## src/rtl/fqp_pkg.sv

```systemverilog
// ----------------------------------------------------------------------------
// FASTA/FASTQ parser package
// Shared types and character constants for the record parser.
// ----------------------------------------------------------------------------
`default_nettype none

package fqp_pkg;

  // Parser phase
  typedef enum logic [3:0] {
    PH_DETECT     = 4'd0,
    PH_PRE_LABEL  = 4'd1,
    PH_LABEL      = 4'd2,
    PH_POST_LABEL = 4'd3,
    PH_SEQ        = 4'd4,
    PH_PLUS       = 4'd5,
    PH_SCORE      = 4'd6,
    PH_DONE       = 4'd7,
    PH_BAD        = 4'd8,
    PH_UNKNOWN    = 4'd9
  } phase_t;

  // Result kinds
  localparam logic [2:0] K_LABEL     = 3'd0;
  localparam logic [2:0] K_SEQ       = 3'd1;
  localparam logic [2:0] K_EMPTY     = 3'd2;
  localparam logic [2:0] K_END       = 3'd3;
  localparam logic [2:0] K_PARSE_ERR = 3'd4;
  localparam logic [2:0] K_UNKNOWN   = 3'd5;

  // Characters
  localparam logic [7:0] CH_GT    = 8'h3E;  // '>'
  localparam logic [7:0] CH_AT    = 8'h40;  // '@'
  localparam logic [7:0] CH_PLUS  = 8'h2B;  // '+'
  localparam logic [7:0] CH_NL    = 8'h0A;  // newline
  localparam logic [7:0] CH_SPACE = 8'h20;  // ' '

  typedef struct packed {
    logic [2:0]  kind;
    logic [7:0]  value;
    logic [31:0] seq_length;
    logic        format;
  } result_t;

  // Results produced by one input byte
  typedef struct packed {
    logic [1:0] num;
    result_t    res0;
    result_t    res1;
  } step_out_t;

endpackage

`default_nettype wire

```

## src/rtl/fqp_step.sv

```systemverilog
// ----------------------------------------------------------------------------
// Parser step logic
// Next state and result items for one input byte.
// ----------------------------------------------------------------------------
`default_nettype none

module fqp_step
  import fqp_pkg::*;
#(
  parameter int LABEL_LIMIT = 256,
  parameter int COUNT_WIDTH = 32,
  parameter int LW          = $clog2(LABEL_LIMIT)
) (
  input  wire logic [7:0]             byte_in,
  input  wire logic                   last_in,
  input  wire phase_t                 phase,
  input  wire logic                   file_kind,
  input  wire logic [LW-1:0]          label_count,
  input  wire logic [COUNT_WIDTH-1:0] seq_count,
  input  wire logic [COUNT_WIDTH-1:0] qual_count,
  output phase_t                      phase_nxt,
  output logic                        file_kind_nxt,
  output logic [LW-1:0]               label_count_nxt,
  output logic [COUNT_WIDTH-1:0]      seq_count_nxt,
  output logic [COUNT_WIDTH-1:0]      qual_count_nxt,
  output step_out_t                   step_out
);

  localparam logic [LW-1:0] LABEL_MAX = LW'(LABEL_LIMIT - 1);

  // Clamp a count to 32 bits
  function automatic logic [31:0] sat32(input logic [COUNT_WIDTH-1:0] v);
    logic [COUNT_WIDTH+31:0] wide;
    wide = {32'd0, v};
    return (|wide[COUNT_WIDTH+31:32]) ? 32'hFFFF_FFFF : wide[31:0];
  endfunction

  logic    fasta;
  logic    fin_ok;
  logic    a_vld;
  logic    b_vld;
  result_t a_res;
  result_t b_res;

  assign fasta = (file_kind == 1'b0);

  always_comb begin
    phase_nxt       = phase;
    file_kind_nxt   = file_kind;
    label_count_nxt = label_count;
    seq_count_nxt   = seq_count;
    qual_count_nxt  = qual_count;
    fin_ok          = 1'b1;
    a_vld           = 1'b0;
    b_vld           = 1'b0;
    a_res           = '0;
    b_res           = '0;

    unique case (phase)
      PH_DETECT: begin
        if (byte_in == CH_GT || byte_in == CH_AT) begin
          file_kind_nxt   = (byte_in == CH_AT);
          label_count_nxt = '0;
          seq_count_nxt   = '0;
          qual_count_nxt  = '0;
          phase_nxt       = PH_PRE_LABEL;
        end else if (byte_in != CH_SPACE) begin
          phase_nxt  = PH_UNKNOWN;
          a_vld      = 1'b1;
          a_res.kind = K_UNKNOWN;
          fin_ok     = 1'b0;
        end
      end
      PH_PRE_LABEL, PH_LABEL: begin
        if (byte_in == CH_NL) begin
          phase_nxt = PH_SEQ;
          if (phase == PH_PRE_LABEL) begin
            a_vld      = 1'b1;
            a_res.kind = K_EMPTY;
          end
        end else if (phase == PH_PRE_LABEL && byte_in == CH_SPACE) begin
          phase_nxt = PH_PRE_LABEL;
        end else if (phase == PH_LABEL && byte_in == CH_SPACE && fasta) begin
          phase_nxt = PH_POST_LABEL;
        end else begin
          phase_nxt = PH_LABEL;
          if (label_count < LABEL_MAX) begin
            label_count_nxt = label_count + LW'(1);
            a_vld           = 1'b1;
            a_res.kind      = K_LABEL;
            a_res.value     = byte_in;
          end
        end
      end
      PH_POST_LABEL: begin
        if (byte_in == CH_NL) phase_nxt = PH_SEQ;
      end
      PH_SEQ: begin
        if (byte_in == CH_SPACE || byte_in == CH_NL) begin
          phase_nxt = PH_SEQ;
        end else if (byte_in == CH_GT && fasta) begin
          a_vld            = 1'b1;
          a_res.kind       = K_END;
          a_res.seq_length = sat32(seq_count);
          label_count_nxt  = '0;
          seq_count_nxt    = '0;
          qual_count_nxt   = '0;
          phase_nxt        = PH_PRE_LABEL;
        end else if (byte_in == CH_PLUS && !fasta) begin
          phase_nxt = PH_PLUS;
        end else begin
          if (!(&seq_count)) seq_count_nxt = seq_count + COUNT_WIDTH'(1);
          a_vld       = 1'b1;
          a_res.kind  = K_SEQ;
          a_res.value = byte_in;
        end
      end
      PH_PLUS: begin
        if (byte_in == CH_NL) phase_nxt = PH_SCORE;
      end
      PH_SCORE: begin
        if (byte_in == CH_NL) begin
          phase_nxt = PH_SCORE;
        end else if (byte_in == CH_AT && qual_count >= seq_count) begin
          a_vld            = 1'b1;
          a_res.kind       = K_END;
          a_res.seq_length = sat32(seq_count);
          label_count_nxt  = '0;
          seq_count_nxt    = '0;
          qual_count_nxt   = '0;
          phase_nxt        = PH_PRE_LABEL;
        end else if (!(&qual_count)) begin
          qual_count_nxt = qual_count + COUNT_WIDTH'(1);
        end
      end
      PH_DONE, PH_BAD: begin
        phase_nxt  = PH_BAD;
        a_vld      = 1'b1;
        a_res.kind = K_PARSE_ERR;
        fin_ok     = 1'b0;
      end
      default: begin
        phase_nxt  = PH_UNKNOWN;
        a_vld      = 1'b1;
        a_res.kind = K_UNKNOWN;
        fin_ok     = 1'b0;
      end
    endcase

    // Close out the file on its final byte
    if (last_in && fin_ok) begin
      if (phase_nxt == PH_DETECT) begin
        phase_nxt  = PH_UNKNOWN;
        b_vld      = 1'b1;
        b_res.kind = K_UNKNOWN;
      end else if (phase_nxt == PH_PRE_LABEL || phase_nxt == PH_LABEL ||
                   phase_nxt == PH_POST_LABEL || phase_nxt == PH_SEQ ||
                   phase_nxt == PH_PLUS || phase_nxt == PH_SCORE) begin
        b_vld            = 1'b1;
        b_res.kind       = K_END;
        b_res.seq_length = sat32(seq_count_nxt);
        label_count_nxt  = '0;
        seq_count_nxt    = '0;
        qual_count_nxt   = '0;
        phase_nxt        = PH_DONE;
      end
    end

    a_res.format = file_kind_nxt;
    b_res.format = file_kind_nxt;

    step_out.num  = {1'b0, a_vld} + {1'b0, b_vld};
    step_out.res0 = a_vld ? a_res : b_res;
    step_out.res1 = b_res;
  end

endmodule

`default_nettype wire

```

## src/rtl/fqp_queue.sv

```systemverilog
// ----------------------------------------------------------------------------
// Result queue
// Four-entry queue; takes up to two results per cycle, hands out one.
// ----------------------------------------------------------------------------
`default_nettype none

module fqp_queue
  import fqp_pkg::*;
(
  input  wire logic      clk,
  input  wire logic      rst_n,
  input  wire logic      push,
  input  wire step_out_t step_out,
  output logic           has_room,
  output logic           q_valid,
  input  wire logic      q_pop,
  output result_t        q_head
);

  result_t    mem_r [4];
  logic [1:0] wr_ptr_r, wr_ptr_nxt;
  logic [1:0] rd_ptr_r, rd_ptr_nxt;
  logic [2:0] count_r, count_nxt;
  logic [1:0] n_push;
  logic       do_pop;

  assign has_room = (count_r <= 3'd2);
  assign q_valid  = (count_r != 3'd0);
  assign q_head   = mem_r[rd_ptr_r];
  assign do_pop   = q_valid && q_pop;
  assign n_push   = push ? step_out.num : 2'd0;

  always_comb begin
    wr_ptr_nxt = wr_ptr_r + n_push;
    rd_ptr_nxt = rd_ptr_r + {1'b0, do_pop};
    count_nxt  = count_r + {1'b0, n_push} - {2'b00, do_pop};
  end

  always_ff @(posedge clk) begin
    if (!rst_n) begin
      wr_ptr_r <= '0;
      rd_ptr_r <= '0;
      count_r  <= '0;
    end else begin
      wr_ptr_r <= wr_ptr_nxt;
      rd_ptr_r <= rd_ptr_nxt;
      count_r  <= count_nxt;
    end
  end

  always_ff @(posedge clk) begin
    if (n_push != 2'd0) mem_r[wr_ptr_r] <= step_out.res0;
    if (n_push == 2'd2) mem_r[wr_ptr_r + 2'd1] <= step_out.res1;
  end

endmodule

`default_nettype wire

```

## src/rtl/fasta_fastq_record_parser.sv

```systemverilog
// ----------------------------------------------------------------------------
// FASTA/FASTQ record parser
// Byte-wide streaming parser emitting label, sequence and record-end items.
// ----------------------------------------------------------------------------
// Feed the file one byte per transaction, with in_last on its final byte. The
// first non-space byte picks the format ('>' FASTA, '@' FASTQ, anything else
// unknown, reported on every byte until reset). Each accepted byte yields zero,
// one or two result transactions: label bytes (kept up to LABEL_LIMIT-1 per
// record), sequence bytes, an empty-label marker, and a record end carrying
// the sequence length, clamped to 32 bits. Bytes after the final one report a
// parse error, sticky until reset. The parser updates its state in the cycle a
// byte is accepted and writes the results into a four-entry result queue, so
// one byte is taken every cycle while the queue has room for two results; the
// sustained rate is one byte per cycle as long as results are drained as fast
// as they are produced, and otherwise is set by the single-result-per-cycle
// output port.
// ----------------------------------------------------------------------------
`default_nettype none

module fasta_fastq_record_parser
  import fqp_pkg::*;
#(
  parameter int LABEL_LIMIT = 256,
  parameter int COUNT_WIDTH = 32
) (
  input  wire logic        clk,
  input  wire logic        rst_n,
  input  wire logic        in_valid,
  output logic             in_ready,
  input  wire logic [7:0]  in_byte_req,
  input  wire logic        in_last,
  output logic             out_valid,
  input  wire logic        out_ready,
  output logic [2:0]       out_kind,
  output logic [7:0]       out_value,
  output logic [31:0]      out_seq_length,
  output logic             out_format
);

  localparam int LW = $clog2(LABEL_LIMIT);

  // Parser state
  phase_t                 phase_r, phase_nxt;
  logic                   file_kind_r, file_kind_nxt;
  logic [LW-1:0]          label_count_r, label_count_nxt;
  logic [COUNT_WIDTH-1:0] seq_count_r, seq_count_nxt;
  logic [COUNT_WIDTH-1:0] qual_count_r, qual_count_nxt;

  step_out_t step_out;
  result_t   head;
  logic      has_room;
  logic      in_fire;

  // Accept a byte only when the queue can take both of its possible results
  assign in_ready = has_room;
  assign in_fire  = in_valid && in_ready;

  fqp_step #(
    .LABEL_LIMIT (LABEL_LIMIT),
    .COUNT_WIDTH (COUNT_WIDTH),
    .LW          (LW)
  ) u_step (
    .byte_in         (in_byte_req),
    .last_in         (in_last),
    .phase           (phase_r),
    .file_kind       (file_kind_r),
    .label_count     (label_count_r),
    .seq_count       (seq_count_r),
    .qual_count      (qual_count_r),
    .phase_nxt       (phase_nxt),
    .file_kind_nxt   (file_kind_nxt),
    .label_count_nxt (label_count_nxt),
    .seq_count_nxt   (seq_count_nxt),
    .qual_count_nxt  (qual_count_nxt),
    .step_out        (step_out)
  );

  // Advance the parser state on every accepted byte; hold otherwise
  always_ff @(posedge clk) begin
    if (!rst_n) begin
      phase_r       <= PH_DETECT;
      file_kind_r   <= 1'b0;
      label_count_r <= '0;
      seq_count_r   <= '0;
      qual_count_r  <= '0;
    end else if (in_fire) begin
      phase_r       <= phase_nxt;
      file_kind_r   <= file_kind_nxt;
      label_count_r <= label_count_nxt;
      seq_count_r   <= seq_count_nxt;
      qual_count_r  <= qual_count_nxt;
    end
  end

  // Queue the results; the head drives the output channel
  fqp_queue u_queue (
    .clk      (clk),
    .rst_n    (rst_n),
    .push     (in_fire),
    .step_out (step_out),
    .has_room (has_room),
    .q_valid  (out_valid),
    .q_pop    (out_ready),
    .q_head   (head)
  );

  assign out_kind       = head.kind;
  assign out_value      = head.value;
  assign out_seq_length = head.seq_length;
  assign out_format     = head.format;

endmodule

`default_nettype wire
```

## config.mk

```make
export PLATFORM = sky130hd
export DESIGN_NAME = fasta_fastq_record_parser
export DESIGN_NICKNAME = d
export VERILOG_FILES = /design/src/rtl/fqp_pkg.sv /design/src/rtl/fqp_step.sv /design/src/rtl/fqp_queue.sv /design/src/rtl/fasta_fastq_record_parser.sv
export SDC_FILE = /design/constraint.sdc
export NUM_CORES = 1
export LEC_CHECK = 0
export ABC_AREA = 1
export BUFFER_PORTS_ARGS = -buffer_cell sky130_fd_sc_hd__buf_2
export CAP_MARGIN = 20
export CELL_PAD_IN_SITES_DETAIL_PLACEMENT = 0
export CELL_PAD_IN_SITES_GLOBAL_PLACEMENT = 2
export CORE_MARGIN = 2
export CORE_UTILIZATION = 36
export CTS_CLUSTER_SIZE = 20
export DETAILED_ROUTE_END_ITERATION = 6
export GPL_TIMING_DRIVEN = 0
export PLACE_DENSITY = 0.82
export SETUP_SLACK_MARGIN = 0.5
export SYNTH_ARGS = -nofsm -noshare
export SYNTH_HDL_FRONTEND = slang
export SYNTH_SLANG_ARGS = --single-unit
export TNS_END_PERCENT = 10
```

## constraint.sdc

```tcl
create_clock -name clk -period 7.35 [get_ports clk]
set_input_delay 2.205 -clock clk [delete_from_list [all_inputs] [get_ports clk]]
set_output_delay 2.205 -clock clk [all_outputs]
set_load 0.005 [all_outputs]
```

==> load_flow_metrics.sql <==
INSERT INTO impl_metrics (metric_group, metric, value, unit) VALUES
('status', 'outcome', 'finished clean', ''),
('finish', 'count_of_antenna_diodes_in_the_layout', '0', ''),
('cts', 'cts_setup_buffers', '0', ''),
('die', 'coreArea', '46400', 'um2'),
('cts', 'root_buf_cell', 'sky130_fd_sc_hd__clkbuf_16', ''),
('synthesis', 'post_synth_inst_count', '2459', ''),
('synthesis', 'avgSynthCellArea', '6.84', 'um2'),
('worst_hold_path', 'timing.hold.worst.class', 'reg -> reg', ''),
('timing', 'finClkSkew', '21.1', 'ps'),
('finish', 'multi_input_comb_area', '8810', 'um2'),
('synthesis', 'synthesis.nets', '2514', ''),
('die', 'die_area', '48500', 'um2'),
('finish', 'nets', '2613', ''),
('global_route', 'grt_max_degree', '35', ''),
('critical_path', 'criticalPathCategory', 'in -> reg', ''),
('critical_path', 'worstPathBufferInverterCount', '9', ''),
('synthesis', 'synth_xor_area_frac', '0.00729', ''),
('timing', 'period_share', '0.937', ''),
('global_route', 'grt.met2_usage', '0.485', ''),
('die', 'design.portCount', '59', ''),
('place', 'placed_cell_area', '18000', 'um2'),
('synthesis', 'synth_area', '16800', 'um2'),
('critical_path', 'required', '7630', 'ps'),
('synthesis', 'synth_mux_area_frac', '0', ''),
('cts', 'cts_tree', 'built', ''),
('die', 'rows', '79', ''),
('critical_path', 'timing.critical_path.slowest_cell_delay', '710', 'ps'),
('flow_run', 'drv.max_cap_violation_count', '0', ''),
('synthesis', 'synth-edff-count', '144', ''),
('global_route', 'first_pass_grt_wire_length', '102', 'mm'),
('synthesis', 'synth-main-ff-cell', 'sky130_fd_sc_hd__edfxtp_1', ''),
('cts', 'clockBufferDepth', '3', ''),
('cts', 'worst_setup_hold_path_clk_slew', '60', 'ps'),
('finish', 'layout.area.seq', '6650', 'um2'),
('power', 'seqPwrFrac', '0.309', ''),
('timing', 'final_max_slew_violation_count', '0', ''),
('power', 'fin_total_pwr', '6.27', 'mW'),
('timing', 'timing.final.setup_violations', '0', ''),
('global_route', 'grt_overflow_total', '0', ''),
('die', 'die_x', '220', 'um'),
('critical_path', 'critPathCaptureType', 'flip-flop', ''),
('power', 'p_clk_frac', '0.261', ''),
('critical_path', 'crit_path_start_kind', 'input pin', ''),
('synthesis', 'synth_simple_gate_area_frac', '0.334', ''),
('synthesis', 'adder_cell_share_of_the_synthesized_area', '0.0317', ''),
('global_route', 'gr-usage-met3', '0.0311', ''),
('finish', 'layout.cells.most_common', 'sky130_fd_sc_hd__nand2_1', ''),
('power', 'p_leak', '7.69', 'nW'),
('timing', 'final.hold.worst_slack', '452', 'ps'),
('route', 'route.detailed.wl_per_inst', '21.7', 'um'),
('critical_path', 'critical_path.max_fanout', '26', ''),
('global_route', 'grt_busiest_layer', 'met2', ''),
('finish', 'layout-drive-gt1-share', '0.0748', ''),
('finish', 'final.fill_count', '4902', ''),
('synthesis', 'synth_top_family_by_area', 'simple AND/OR/NAND/NOR gates', ''),
('finish', 'final_design_area_no_fill', '19100', 'um2'),
('cts', 'numCtsBuffers', '31', ''),
('synthesis', 'ys_warn_count', '0', ''),
('global_route', 'grt_pass1_vias', '16400', ''),
('timing', 'grt_setup_unrepaired', 'yes', ''),
('place', 'routabilityCongestion', '0.953', ''),
('critical_path', 'timing.critical_path.arrival', '7170', 'ps'),
('route', 'detail_route.iter0.violations', '1465', ''),
('synthesis', 'synth_compound_area_frac', '0.149', ''),
('power', 'share_comb_of_total_power', '0.430', ''),
('die', 'dieHeight', '220', 'um'),
('global_route', 'global_route.usage.met1', '0.373', ''),
('route', 'routed_via_count', '17300', ''),
('power', 'cell_internal_pwr', '3.51', 'mW'),
('finish', 'area.growth.synth_to_final', '13.4', '%'),
('place', 'place_inst', '3131', '');
layout make-up:
class	instances	area share
Buffer	120	0.0300
Sequential cell	260	0.348
Tap cell	607	0.0398
Multi-Input combinational cell	1862	0.462
Clock buffer	42	0.0495
Timing Repair Buffer	66	0.0207
Inverter	217	0.0428
Clock inverter	14	0.00715
path summary, 6_finish.rpt:
kind	from	end	slack, ps	cells after the start
setup / recovery	in_byte_req[3]	u_queue.mem_r[3][20]	460	21
hold / removal	u_queue.mem_r[2][36]	u_queue.mem_r[2][36]	450	2
setup reg to reg	seq_count_r[29]	u_queue.mem_r[3][20]	1710	22
hold reg to reg	u_queue.mem_r[2][36]	u_queue.mem_r[2][36]	450	2
Yosys cell counts, types with 6 or more instances:
| cell type | number | area share |
|---|---|---|
| sky130_fd_sc_hd__nor2_1 | 232 | 0.052 |
| sky130_fd_sc_hd__buf_2 | 10 | 0.0030 |
| sky130_fd_sc_hd__inv_1 | 204 | 0.046 |
| sky130_fd_sc_hd__ha_1 | 41 | 0.030 |
| sky130_fd_sc_hd__nand2_1 | 760 | 0.17 |
| sky130_fd_sc_hd__o21ai_1 | 18 | 0.0054 |
| sky130_fd_sc_hd__nor2_2 | 6 | 0.0022 |
| sky130_fd_sc_hd__nand2_2 | 7 | 0.0026 |
| sky130_fd_sc_hd__xor2_1 | 11 | 0.0057 |
| sky130_fd_sc_hd__and2_1 | 8 | 0.0030 |
| sky130_fd_sc_hd__edfxtp_1 | 144 | 0.26 |
| sky130_fd_sc_hd__a21oi_1 | 116 | 0.035 |
| sky130_fd_sc_hd__nand3_1 | 244 | 0.073 |
| sky130_fd_sc_hd__o21ai_0 | 236 | 0.070 |
| sky130_fd_sc_hd__inv_2 | 6 | 0.0013 |
| sky130_fd_sc_hd__clkbuf_1 | 88 | 0.020 |
| sky130_fd_sc_hd__nand4_1 | 45 | 0.017 |
| sky130_fd_sc_hd__buf_6 | 11 | 0.0074 |
| sky130_fd_sc_hd__o211ai_1 | 13 | 0.0058 |
| sky130_fd_sc_hd__nor3_1 | 27 | 0.0080 |
| sky130_fd_sc_hd__o22ai_1 | 48 | 0.018 |
| sky130_fd_sc_hd__dfxtp_1 | 116 | 0.14 |
| sky130_fd_sc_hd__buf_4 | 7 | 0.0031 |
state kept, by name (all words and copies together), names as in the netlist:
signal,count
u_queue.mem_r,176
qual_count_r,32
seq_count_r,32
u_queue.rd_ptr_r,2
label_count_r,8
u_queue.count_r,3
u_queue.wr_ptr_r,2
file_kind_r,1
phase_r,4
kinds of logic (layout without fill, tap and decap cells):
logic type               after synthesis  after routing
buffers and inverters                337            459
adder cells (fa/ha/maj)               42             42
AND/OR/NAND/NOR                     1344           1344
XOR/XNOR                              14             14
flip-flops                           260            260
AO/OA/AOI/OAI                        462            462
what timing repair did:
action,in CTS,in global routing
resized for setup,1,0
gates cloned,0,0
hold endpoints to repair,0,0
endpoints found under the setup margin,55,74
hold buffers,0,0
stage by stage:
step	TNS [ps]	worst slack, ps
after floorplan	0	1090
after global placement	-207340	-1600
after detailed placement	-11970	-255
after CTS	0	414
after global routing	0	368
final	0	460
tightest hold or removal path: stages (launching register included):
cell                      delay [ps]
sky130_fd_sc_hd__dfxtp_1         320
sky130_fd_sc_hd__nand2_1          50
sky130_fd_sc_hd__o21ai_0          50
power groups by stage:
stage | sequential, mW | combinational [mW] | clock, mW
after global routing | 1.96 | 2.92 | 1.71
after global placement | 1.97 | 2.61 | 0
after floorplan | 1.93 | 1.54 | 0
after detailed placement | 1.97 | 2.67 | 0
final | 1.94 | 2.69 | 1.63
after CTS | 1.94 | 2.68 | 1.66
routing by layer:
layer	vias up	wire length, um
met2	573	32600
met5	-	0
met1	8168	30300
met3	109	3860
li1	8433	-
met4	0	2350
Note: power is estimated with default switching activity, not from simulation.
